## src/hw/rtl/sqrd_ram.sv

```systemverilog
`default_nettype none
// ----------------------------------------------------------------------------
// sqrd_ram
// Generic single-port-write, single-port-read RAM with registered read data.
// ----------------------------------------------------------------------------
module sqrd_ram #(
	parameter int WIDTH = 32,
	parameter int DEPTH = 64
) (
	input  wire                      clk,
	input  wire                      we,
	input  wire [$clog2(DEPTH)-1:0]  waddr,
	input  wire [WIDTH-1:0]          wdata,
	input  wire [$clog2(DEPTH)-1:0]  raddr,
	output logic [WIDTH-1:0]         rdata
);

	logic [WIDTH-1:0] mem_q [DEPTH];

	// Write port and registered read port.
	always_ff @(posedge clk) begin
		if (we) begin
			mem_q[waddr] <= wdata;
		end
		rdata <= mem_q[raddr];
	end

endmodule

`default_nettype wire

```

## config.mk

```make
export PLATFORM = sky130hd
export DESIGN_NAME = sqrd_ram
export DESIGN_NICKNAME = d
export VERILOG_FILES = /design/src/hw/rtl/sqrd_ram.sv
export SDC_FILE = /design/constraint.sdc
export NUM_CORES = 2
export LEC_CHECK = 0
export ABC_AREA = 0
export BUFFER_PORTS_ARGS = -buffer_cell sky130_fd_sc_hd__buf_2
export CAP_MARGIN = 10
export CELL_PAD_IN_SITES_DETAIL_PLACEMENT = 0
export CELL_PAD_IN_SITES_GLOBAL_PLACEMENT = 1
export CORE_AREA = 2 2 477 479
export DETAILED_ROUTE_END_ITERATION = 16
export DIE_AREA = 0 0 479 481
export HOLD_SLACK_MARGIN = 0.08
export MAX_ROUTING_LAYER = met4
export PLACE_DENSITY_LB_ADDON = 0.2
export SETUP_SLACK_MARGIN = 0.5
export SKIP_CTS_REPAIR_TIMING = 1
export SLEW_MARGIN = 15
export SYNTH_ARGS = -nofsm -noshare
export SYNTH_HDL_FRONTEND = slang
export SYNTH_SLANG_ARGS = --single-unit
```

## constraint.sdc

```tcl
create_clock -name clk -period 4.1 [get_ports clk]
set_input_delay 0.205 -clock clk [delete_from_list [all_inputs] [get_ports clk]]
set_output_delay 0.205 -clock clk [all_outputs]
set_load 0.05 [all_outputs]
```

==> results_dict.tcl <==
set metrics [dict create \
    holdWs_ps 74.1 \
    clock_skew_ps 25.9 \
    remaining_drc_errors 0 \
    fin_util_pct 40.5 \
    setup_viol 0 \
    min_period_over_period_pct 65.0 \
    vias_per_cell 5.33 \
    worstSkewPairLatency_ps 850 \
    crit_slowest_cell "nor2_4" \
    die_area_sq_um 230000 \
    layout_commonest_cell "edfxtp_1" \
    nNetsFinal 3711 \
    crit_required_ps 4630 \
    critical_path_arrival_ps 3190 \
    cts_buffer_depth 3 \
    worst_pin_slew_ps 1180 \
    drive_above_1_share_pct 31.0 \
    maxCapViolCount 0 \
    instances_no_fill 6869 \
    track_usage_pct 19.2 \
    wl_per_cell_um 31.1 \
    ant_nets 0 \
    synth_top_family_by_area "multiplexers" \
    r2r_setup_slack_ps 1850 \
    antenna_found_initial 11 \
    min_path_type "in -> reg" \
    stdcell_area_sq_um 91400 \
    r2r-end "rdata[11]$_DFF_P_" \
    drt_pass1_iterations 5 \
    grt_pass1_vias 38000 \
    synth_nets 3370 \
    max-slew-margin-rel_pct 21.6 \
    finalCriticalPeriod_ps 2660 \
    rr_startpoint "mem_q[40][11]$_DFFE_PP_" \
    die_h_um 481 \
    synth_area_sq_um 78500 \
    htreeDepth 4 \
    worstPathMaxFanout 19 \
    coreArea_sq_um 226000 \
    synth_area_per_cell_sq_um 23.6 \
    dr.max_layer_used "met4" \
    cts_buffers 212 \
    wl_met1_um 96300 \
    grt_pass1_wl_um 301000 \
    worstHoldStart "wdata[30]" \
    dr_wl_met2_um 102000 \
    status "finished, final reports clean" \
    netlist_instances 3324 \
    yosys.area_share.adder_pct 0 \
    ioPinCount 78 \
    max_stage_delay_ps 1000 \
    dieWidth_um 479 \
    post-place-ws_ps 713 \
    fin_ws_ps 1440 \
    synth_mux_area_share_pct 16.8 \
    initial_utilization_pct 34.8 \
    synth_xor_area_share_pct 0 \
    drv_slew 0 \
    std_cell_rows 175 \
    wl_met3_um 9770 \
    p_total_mw 45.0 \
    max_freq_mhz 375 \
    grt-ovfl-total 0 \
    crit_path_end_kind "register" \
    dp.cells 6430 \
    dp_hpwl_um 121000 \
    rsz0062_at_grt "false" \
    synth_warnings 0 \
    nFillCells 19800 \
    path_clk_slew_ps 60 \
    crit_chain "dlygate4sd3_1, buf_2, nor2_1, nand3_1, nor2_4, buf_4" \
    r2r_cells 6 \
    leakagePower_nw 28.3 \
    syn2layout_area_growth_pct 16.4 \
    dr.first_iter.drc_count 3639 \
    yosysSeqAreaShare_pct 79.1 \
    placed_cell_area_sq_um 84200 \
    gp_congestion 0.738 \
    vias 36600 \
    synth.distinct_cells 34 \
    hold_depth 2 \
    ir_drop_uv 414 \
    hold_violations 0 \
    drt-total-wl_um 214000 \
    synthSimpleGateAreaFrac_pct 1.27 \
    cp-start-kind "primary input" \
    final_cell_mix "edfxtp_1 (2048), mux4_2 (544), clkbuf_16 (216), buf_4 (181), mux2i_1 (93)" \
    hold_end "mem_q[10][30]$_DFFE_PP_" \
    portBuffers 77 \
    cts_tree "yes" \
    clock_sinks 2080 \
    fin_setup_tns_ps 0 \
    synth-compound-area-share_pct 1.67 \
    clock_tree.root_cell "clkbuf_16" \
    synth-seq-cells 2080 \
    grt_max_degree 67 \
    critPathKind "in -> reg" \
    power.density_nw_per_um2 492 \
]
==> cells in the mapped netlist <==
master    count  share of area, %
a21oi_1      62              0.40
or2_2         1            0.0080
mux4_2      544                16
nor2b_1      15              0.12
or2_1         1            0.0080
a31oi_1       1            0.0080
nand2b_1      8             0.064
buf_2        57              0.36
buf_6         5             0.072
and3_1        4             0.032
o221ai_1     27              0.30
nand4_1       2             0.016
or3b_1        2             0.022
nand3_1       5             0.032
clkbuf_1     74              0.35
a41o_1        4             0.051
nand3b_1      5             0.048
a311oi_1      8             0.089
nand2_1      26              0.12
o22ai_1      84              0.67
dfxtp_1      32              0.82
nor3_1        7             0.045
or3_1         3             0.024
buf_1        21              0.10
mux2i_1      93               1.2
or3b_2        3             0.033
a22oi_1      12              0.11
buf_4        25              0.24
nand4b_1      1             0.011
o32ai_1       4             0.045
nor2_1      137              0.65
and2_1        2             0.016
edfxtp_1   2048                78
or2_0         1            0.0080
==> worst max-delay path, delay by kind of cell <==
family | cells | cell delay [ps]
simple gates | 3 | 1860
buf+inv | 3 | 1070
==> final cells by class <==
type	count	area (sq um)	share of cell area, %
diodes	14	35.0	0.0383
flip-flops and latches	2080	62100	68.0
multi-input cells	1062	16000	17.5
clock inverters	121	1010	1.10
repair buffers	309	2670	2.92
well taps	3009	3760	4.12
clock buffers	274	5780	6.33
==> per-layer routing <==
layer  vias up  GRT usage (%)
met1     20400           26.4
met2       960           29.5
met3       281           2.96
li1      15000              -
met5         -              -
met4         0           5.59
==> power breakdown <==
part | internal (mW) | total (mW) | switching [mW] | leakage, nW
combinational | 0.850 | 2.36 | 1.51 | 6.26
clock | 10.9 | 18.9 | 8.10 | 3.33
sequential | 23.5 | 23.7 | 0.113 | 18.7
total | 35.2 | 45.0 | 9.72 | 28.3
==> kinds of logic (layout without fill, tap and decap cells) <==
logic type	count (synthesis)	count (layout)
DFF	2080	2080
muxes	637	637
and+or+nand+nor	223	223
AOI/OAI and AO/OA	202	202
buffers and inverters	182	704
other	0	14
==> how the worst max path moves through the flow <==
stage,from,to,slack [ps],depth (start not counted)
final,waddr[1],mem_q[33][19]$_DFFE_PP_,1440,6
after global routing,waddr[1],mem_q[33][19]$_DFFE_PP_,1360,6
after CTS,raddr[0],rdata[11]$_DFF_P_,1640,9
after detailed placement,raddr[0],rdata[11]$_DFF_P_,710,9
after global placement,raddr[0],rdata[11]$_DFF_P_,740,9
after floorplan,waddr[3],mem_q[48][0]$_DFFE_PP_,740,4
==> flip-flops by register name (all words and copies together), names as in the netlist <==
signal	count
mem_q	2048
rdata	32
Note: power is estimated with default switching activity, not from simulation.
