File: config.mk
export PLATFORM = sky130hd
export DESIGN_NAME = sqrd_unit
export DESIGN_NICKNAME = d
export VERILOG_FILES = /design/src/hw/rtl/sqrd_pkg.sv /design/src/hw/rtl/sqrd_unit.sv
export SDC_FILE = /design/constraint.sdc
export NUM_CORES = 1
export LEC_CHECK = 0
export BUFFER_PORTS_ARGS = -buffer_cell sky130_fd_sc_hd__clkbuf_2
export CAP_MARGIN = 30
export CORE_MARGIN = 1
export CORE_UTILIZATION = 55
export DETAILED_ROUTE_END_ITERATION = 12
export HOLD_SLACK_MARGIN = 0.08
export PLACE_DENSITY_LB_ADDON = 0.12
export SYNTH_ARGS = -nofsm -noshare
export SYNTH_HDL_FRONTEND = slang
export SYNTH_SLANG_ARGS = --single-unit
export TNS_END_PERCENT = 100
File: constraint.sdc
create_clock -name clk -period 4.9 [get_ports clk]
set_input_delay 0 -clock clk [delete_from_list [all_inputs] [get_ports clk]]
set_output_delay 0 -clock clk [all_outputs]
set_load 0.01 [all_outputs]
File: src/hw/rtl/sqrd_pkg.sv
`default_nettype none
// ----------------------------------------------------------------------------
// sqrd_pkg
// Shared types, constants and saturation helpers of the S^T D S factor core.
// ----------------------------------------------------------------------------
package sqrd_pkg;

	// Default build values.
	localparam int MAX_ORDER_DEF = 8;
	localparam int FRAC_BITS_DEF = 16;

	// Field widths.
	localparam int IDX_W  = 3;
	localparam int SIZE_W = 4;
	localparam int VAL_W  = 32;
	localparam int WIDE_W = 64;

	// Step counts of the shared shift-subtract unit.
	localparam logic [6:0] SQRT_STEPS = 7'd32;
	localparam logic [6:0] DIV_STEPS  = 7'd64;

	// Result status codes.
	localparam logic [1:0] STAT_OK      = 2'd0;
	localparam logic [1:0] STAT_NOT_SYM = 2'd1;
	localparam logic [1:0] STAT_ZERO_PV = 2'd2;

	// Command to the shared arithmetic unit.
	typedef struct packed {
		logic start;
		logic is_sqrt;
	} unit_cmd_t;

	// Sequencer states.
	typedef enum logic [3:0] {
		ST_IDLE,
		ST_CK_A,
		ST_CK_B,
		ST_CK_C,
		ST_EL_A,
		ST_EL_B,
		ST_CS_A,
		ST_CS_B,
		ST_CS_C,
		ST_CS_D,
		ST_DIFF,
		ST_START,
		ST_WAIT,
		ST_EMIT
	} state_t;

	// Clamp a 65-bit exact result to the signed 64-bit range.
	function automatic logic signed [63:0] sat64(input logic signed [64:0] v);
		logic signed [63:0] r;
		begin
			if (v[64] != v[63]) begin
				r = v[64] ? {1'b1, 63'd0} : {1'b0, {63{1'b1}}};
			end else begin
				r = v[63:0];
			end
			return r;
		end
	endfunction

	// Saturating signed 64-bit add and subtract.
	function automatic logic signed [63:0] sat_add64(input logic signed [63:0] a,
		input logic signed [63:0] b);
		logic signed [64:0] s;
		begin
			s = {a[63], a} + {b[63], b};
			return sat64(s);
		end
	endfunction

	function automatic logic signed [63:0] sat_sub64(input logic signed [63:0] a,
		input logic signed [63:0] b);
		logic signed [64:0] s;
		begin
			s = {a[63], a} - {b[63], b};
			return sat64(s);
		end
	endfunction

endpackage

`default_nettype wire

File: src/hw/rtl/sqrd_unit.sv
`default_nettype none
// ----------------------------------------------------------------------------
// sqrd_unit
// Shared shift-subtract unit: integer square root of a 64-bit value (one
// result bit a cycle) or unsigned 64 by 32 division (one quotient bit a cycle).
// ----------------------------------------------------------------------------
module sqrd_unit (
	input  wire                clk,
	input  wire                arst_n,
	input  wire sqrd_pkg::unit_cmd_t cmd,
	input  wire [63:0]         operand,
	input  wire [31:0]         divisor,
	output logic               done,
	output logic [63:0]        result
);

	logic        busy_q;
	logic        done_q;
	logic        is_sqrt_q;
	logic [6:0]  cnt_q;
	logic [32:0] rem_q;
	logic [63:0] work_q;
	logic [31:0] root_q;
	logic [31:0] divisor_q;

	logic [34:0] cand;
	logic [34:0] sub;
	logic [35:0] diff;
	logic        ge;
	logic [32:0] rem_next;

	// One trial subtraction serves both operations.
	always_comb begin
		if (is_sqrt_q) begin
			cand = {rem_q, work_q[63:62]};
			sub  = {1'b0, root_q, 2'b01};
		end else begin
			cand = {1'b0, rem_q[32:0], work_q[63]};
			sub  = {3'b000, divisor_q};
		end
		diff     = {1'b0, cand} - {1'b0, sub};
		ge       = ~diff[35];
		rem_next = ge ? diff[32:0] : cand[32:0];
	end

	// Control of the iteration.
	always_ff @(posedge clk or negedge arst_n) begin
		if (!arst_n) begin
			busy_q <= 1'b0;
			done_q <= 1'b0;
			cnt_q  <= 7'd0;
		end else begin
			done_q <= 1'b0;
			if (cmd.start) begin
				busy_q <= 1'b1;
				cnt_q  <= cmd.is_sqrt ? sqrd_pkg::SQRT_STEPS : sqrd_pkg::DIV_STEPS;
			end else if (busy_q) begin
				cnt_q <= cnt_q - 7'd1;
				if (cnt_q == 7'd1) begin
					busy_q <= 1'b0;
					done_q <= 1'b1;
				end
			end
		end
	end

	// Datapath registers.
	always_ff @(posedge clk) begin
		if (cmd.start) begin
			is_sqrt_q <= cmd.is_sqrt;
			rem_q     <= 33'd0;
			work_q    <= operand;
			root_q    <= 32'd0;
			divisor_q <= divisor;
		end else if (busy_q) begin
			rem_q <= rem_next;
			if (is_sqrt_q) begin
				work_q <= {work_q[61:0], 2'b00};
				root_q <= {root_q[30:0], ge};
			end else begin
				work_q <= {work_q[62:0], ge};
			end
		end
	end

	assign done   = done_q;
	assign result = is_sqrt_q ? {32'd0, root_q} : work_q;

endmodule

`default_nettype wire

==> run metrics <==
Post-Syn Area 0.0102 mm²; setup tns final 0 ns; Peak Freq 0.249 GHz; final worst path period share 0.820; CTS max path bufs 2; actual slew at the worst max-slew pin 0.780 ns; cells along the critical path buf_12 > buf_4 > mux2i_1 > ha_1 > a21oi_1 > o21bai_1 > nor3_1 > nand3_1 > a31oi_2 > o21a_1 > buf_4 > nand2_1 > o31a_1 > a211oi_1; Synth cell types 62; worst hold-check path type primary input to flip-flop; sw frac 0.387; Clk Latency, worst-skew pair 0.43 ns; Critical path origin is_sqrt_q$_DFFE_PP_; setup repair bufs after CTS 0; layout cell share with drive strength beyond 1 0.220; RSZ-0062 raised after global routing false; Initial Utilization 0.564; # nets final 1439; clk sinks about 170; CP startpoint kind flip-flop; clock slew seen by the registers of the worst setup and hold paths 0.08 ns; Top-Level Pins 165; H-tree Lvls 4; dpl ws 0.959 ns; initial DRC count 565; number of flops mapped to enable cells by yosys just under 100; max cap viols 0; Cells after DPL around 1400; # DRC 0; Buf/Inv on CP 3; Seq pwr share 0.327; status finished, final reports clean; post_cts resized 0; Post-Synth XOR/XNOR Area 0.0241; largest family of logic cells by synthesized area compound AO/OA/AOI/OAI gates; row count 49; syn nets 1219; Pwr Total 0.00596 W; ys async rst share 0.0526; Layout area overhead 24.7%; sequential-to-total area share from yosys stat 0.436; max-slew violations 0; CTS tree yes; Post-Route WL 25.2 mm; first-pass GRT wire length between 40 and 50 mm; global placement routability congestion slightly below 0.9; combinational power share 0.449; Clock power frac 0.224; relative slew slack 0.480; gr ovfl total 0; vias in the first global route just over 8000; GRT Overall Usage 0.274; r2r worst-path depth 14; Synth Area in Simple Gates 0.151; drt wl/cell 16.3 µm; Lkg Pwr 5.42 nW; CP delay by family, top compound AO/OA/AOI/OAI gates; worst setup margin 0.883 ns; initial antenna violation count 0; Syn. warnings 0; slowest cell on the critical path o21a_1; Pwr Density 470 mW/mm²; Max FO, Critical Path 86; Avg Inst Size Synth 9.40 µm²; multiplexer area fraction after synthesis 0.137; WP data required between 5 and 6 ns; Fin. Hold Viols 0; P_sw 0.00231 W; Reg-to-Reg Start is_sqrt_q$_DFFE_PP_; r2r endpoint rem_q[18]$_SDFFE_PP0P_; Pint 0.00365 W; n_diodes 0; cell count after synthesis 1082; Max IR drop VDD around 0.35 mV; min Tclk post-route ~4 ns; largest net degree at the start of global routing between 100 and 150; Die Y 138 µm; Crit path depth 14; Worst Skew approximately 0.011 ns; CTS root buffer clkbuf_16; crit path capture rem_q[18]$_SDFFE_PP0P_; Synth Area in Compound Gates 0.169; most used cell, CP buf_4; WP data arrival 4.36 ns; Vias 8752; Core ar. between 0.015 and 0.02 mm²; FF+latch count, synth approximately 170; PortBufs ~160; Routed Antenna Nets 0; drt pass-1 iters 5; Setup violations, final 0; Crit. End Element flip-flop; Die Wd 138 µm; filler instances approximately 1400; Non-Filler Instances 1544; critical path type flip-flop to flip-flop; max incr delay on CP 0.45 ns; dominant synthesized flop cell edfxtp_1; CTS Buf Count 17; Post-DP HPWL 16.6 mm; DR vias/cell 5.67; r2r setup slk 0.88 ns; Adder-Cell Fraction of Synth Area 0.0463; Die Footprint 0.0190 mm²
==> cell families (layout without fill, tap and decap cells) <==
family | Yosys count | in the layout
AO/OA/AOI/OAI | 274 | 274
buffers and inverters | 92 | 325
AND/OR/NAND/NOR | 349 | 349
XOR/XNOR | 28 | 28
flip-flops | 171 | 171
adder cells (fa/ha/maj) | 37 | 37
multiplexers | 131 | 131
==> worst reg2reg max path, stage by stage, from the launching register on <==
cell and delay (ns):
edfxtp_1 0.38, buf_12 0.35, buf_4 0.51, mux2i_1 0.31
ha_1 0.35, a21oi_1 0.17, o21bai_1 0.09, nor3_1 0.14
nand3_1 0.16, a31oi_2 0.32, o21a_1 0.45, buf_4 0.30
nand2_1 0.08, o31a_1 0.10, a211oi_1 0.21
==> per-layer routing <==
metal / track usage / vias to the layer above / wire length [µm]
li1: - / 4343 / -
met1: 0.410 / 4095 / 12100
met2: 0.407 / 290 / 11300
met3: 0.0523 / 24 / 1470
met4: 0.0592 / 0 / 236
met5: 0 / - / 0
==> layout make-up <==
class	count	area, µm²	share of cell area
Clock inverter	15	156	0.0123
Multi-Input combinational cell	819	5360	0.422
Inverter	15	56.3	0.00444
Clock buffer	17	425	0.0335
Timing Repair Buffer	278	1960	0.155
Sequential cell	171	4440	0.350
Tap cell	229	287	0.0226
==> metrics by stage <==
step | area, µm² | utilization | hold slack [ns]
2_1_floorplan | 10200 | - | -0.296
3_3_place_gp | 11100 | 0.615 | -0.137
3_5_place_dp | 11100 | 0.617 | -0.134
4_1_cts | 12700 | 0.704 | 0.0818
5_1_grt | 12700 | 0.704 | 0.118
6_report | 12700 | 0.704 | 0.103
==> sequential cells by signal (all words and copies together), names as in the netlist <==
register / flops
work_q: 64
busy_q: 1
cnt_q: 7
rem_q: 33
root_q: 32
divisor_q: 32
is_sqrt_q: 1
done: 1
==> power by group through the flow <==
stage | Sequential (W) | Combinational [W] | Clock, W
4_1_cts | 0.00194 | 0.00266 | 0.00135
2_1_floorplan | 0.00191 | 0.00207 | 0
5_1_grt | 0.00198 | 0.00299 | 0.00141
3_3_place_gp | 0.00197 | 0.00254 | 0
6_report | 0.00195 | 0.00268 | 0.00133
3_5_place_dp | 0.00197 | 0.00257 | 0
==> cell usage after synthesis (20+ instances only) <==
| cell type | number | share of area |
|---|---|---|
| a21oi_1 | 94 | 0.046 |
| edfxtp_1 | 97 | 0.29 |
| nor2_1 | 55 | 0.020 |
| mux2_2 | 63 | 0.070 |
| dfxtp_1 | 65 | 0.13 |
| clkbuf_1 | 48 | 0.018 |
| nor2b_1 | 36 | 0.022 |
| mux2i_1 | 68 | 0.067 |
| a311oi_1 | 25 | 0.022 |
| nand2_1 | 201 | 0.074 |
| ha_1 | 36 | 0.044 |
| o21ai_0 | 80 | 0.039 |
| xnor2_1 | 20 | 0.017 |
==> placed cells by master, fill, tap and decap left out, types with 11 or more instances in the layout <==
cell type	instances
nand2_1	201
ha_1	36
xnor2_1	20
buf_4	13
mux2i_1	68
nor2_1	55
clkbuf_2	163
dfxtp_1	65
a311oi_1	25
edfxtp_1	97
mux2_2	63
clkbuf_16	17
nand3_1	13
a21o_1	11
o21ai_0	80
nor2b_1	36
a21oi_1	94
dlygate4sd3_1	99
inv_1	15
==> what timing repair did <==
action,in CTS,in global routing
hold buffers,99,0
endpoints found under the setup margin,0,0
endpoints found under the hold margin,108,0
==> worst min-delay path by stage <==
| stage | cells after the start | to | slack (ns) | start |
|---|---|---|---|---|
| floorplan | 0 | busy_q$_DFF_PN0_ | -0.30 | arst_n |
| finish | 2 | root_q[12]$_SDFFE_PP0P_ | 0.10 | cmd[1] |
| global placement | 1 | cnt_q[2]$_DFFE_PN0P_ | -0.14 | arst_n |
| CTS | 2 | rem_q[1]$_SDFFE_PP0P_ | 0.08 | cmd[1] |
| detailed placement | 1 | cnt_q[1]$_DFFE_PN0P_ | -0.13 | arst_n |
| global route | 2 | rem_q[1]$_SDFFE_PP0P_ | 0.12 | cmd[1] |
Note: power is estimated with default switching activity, not from simulation.
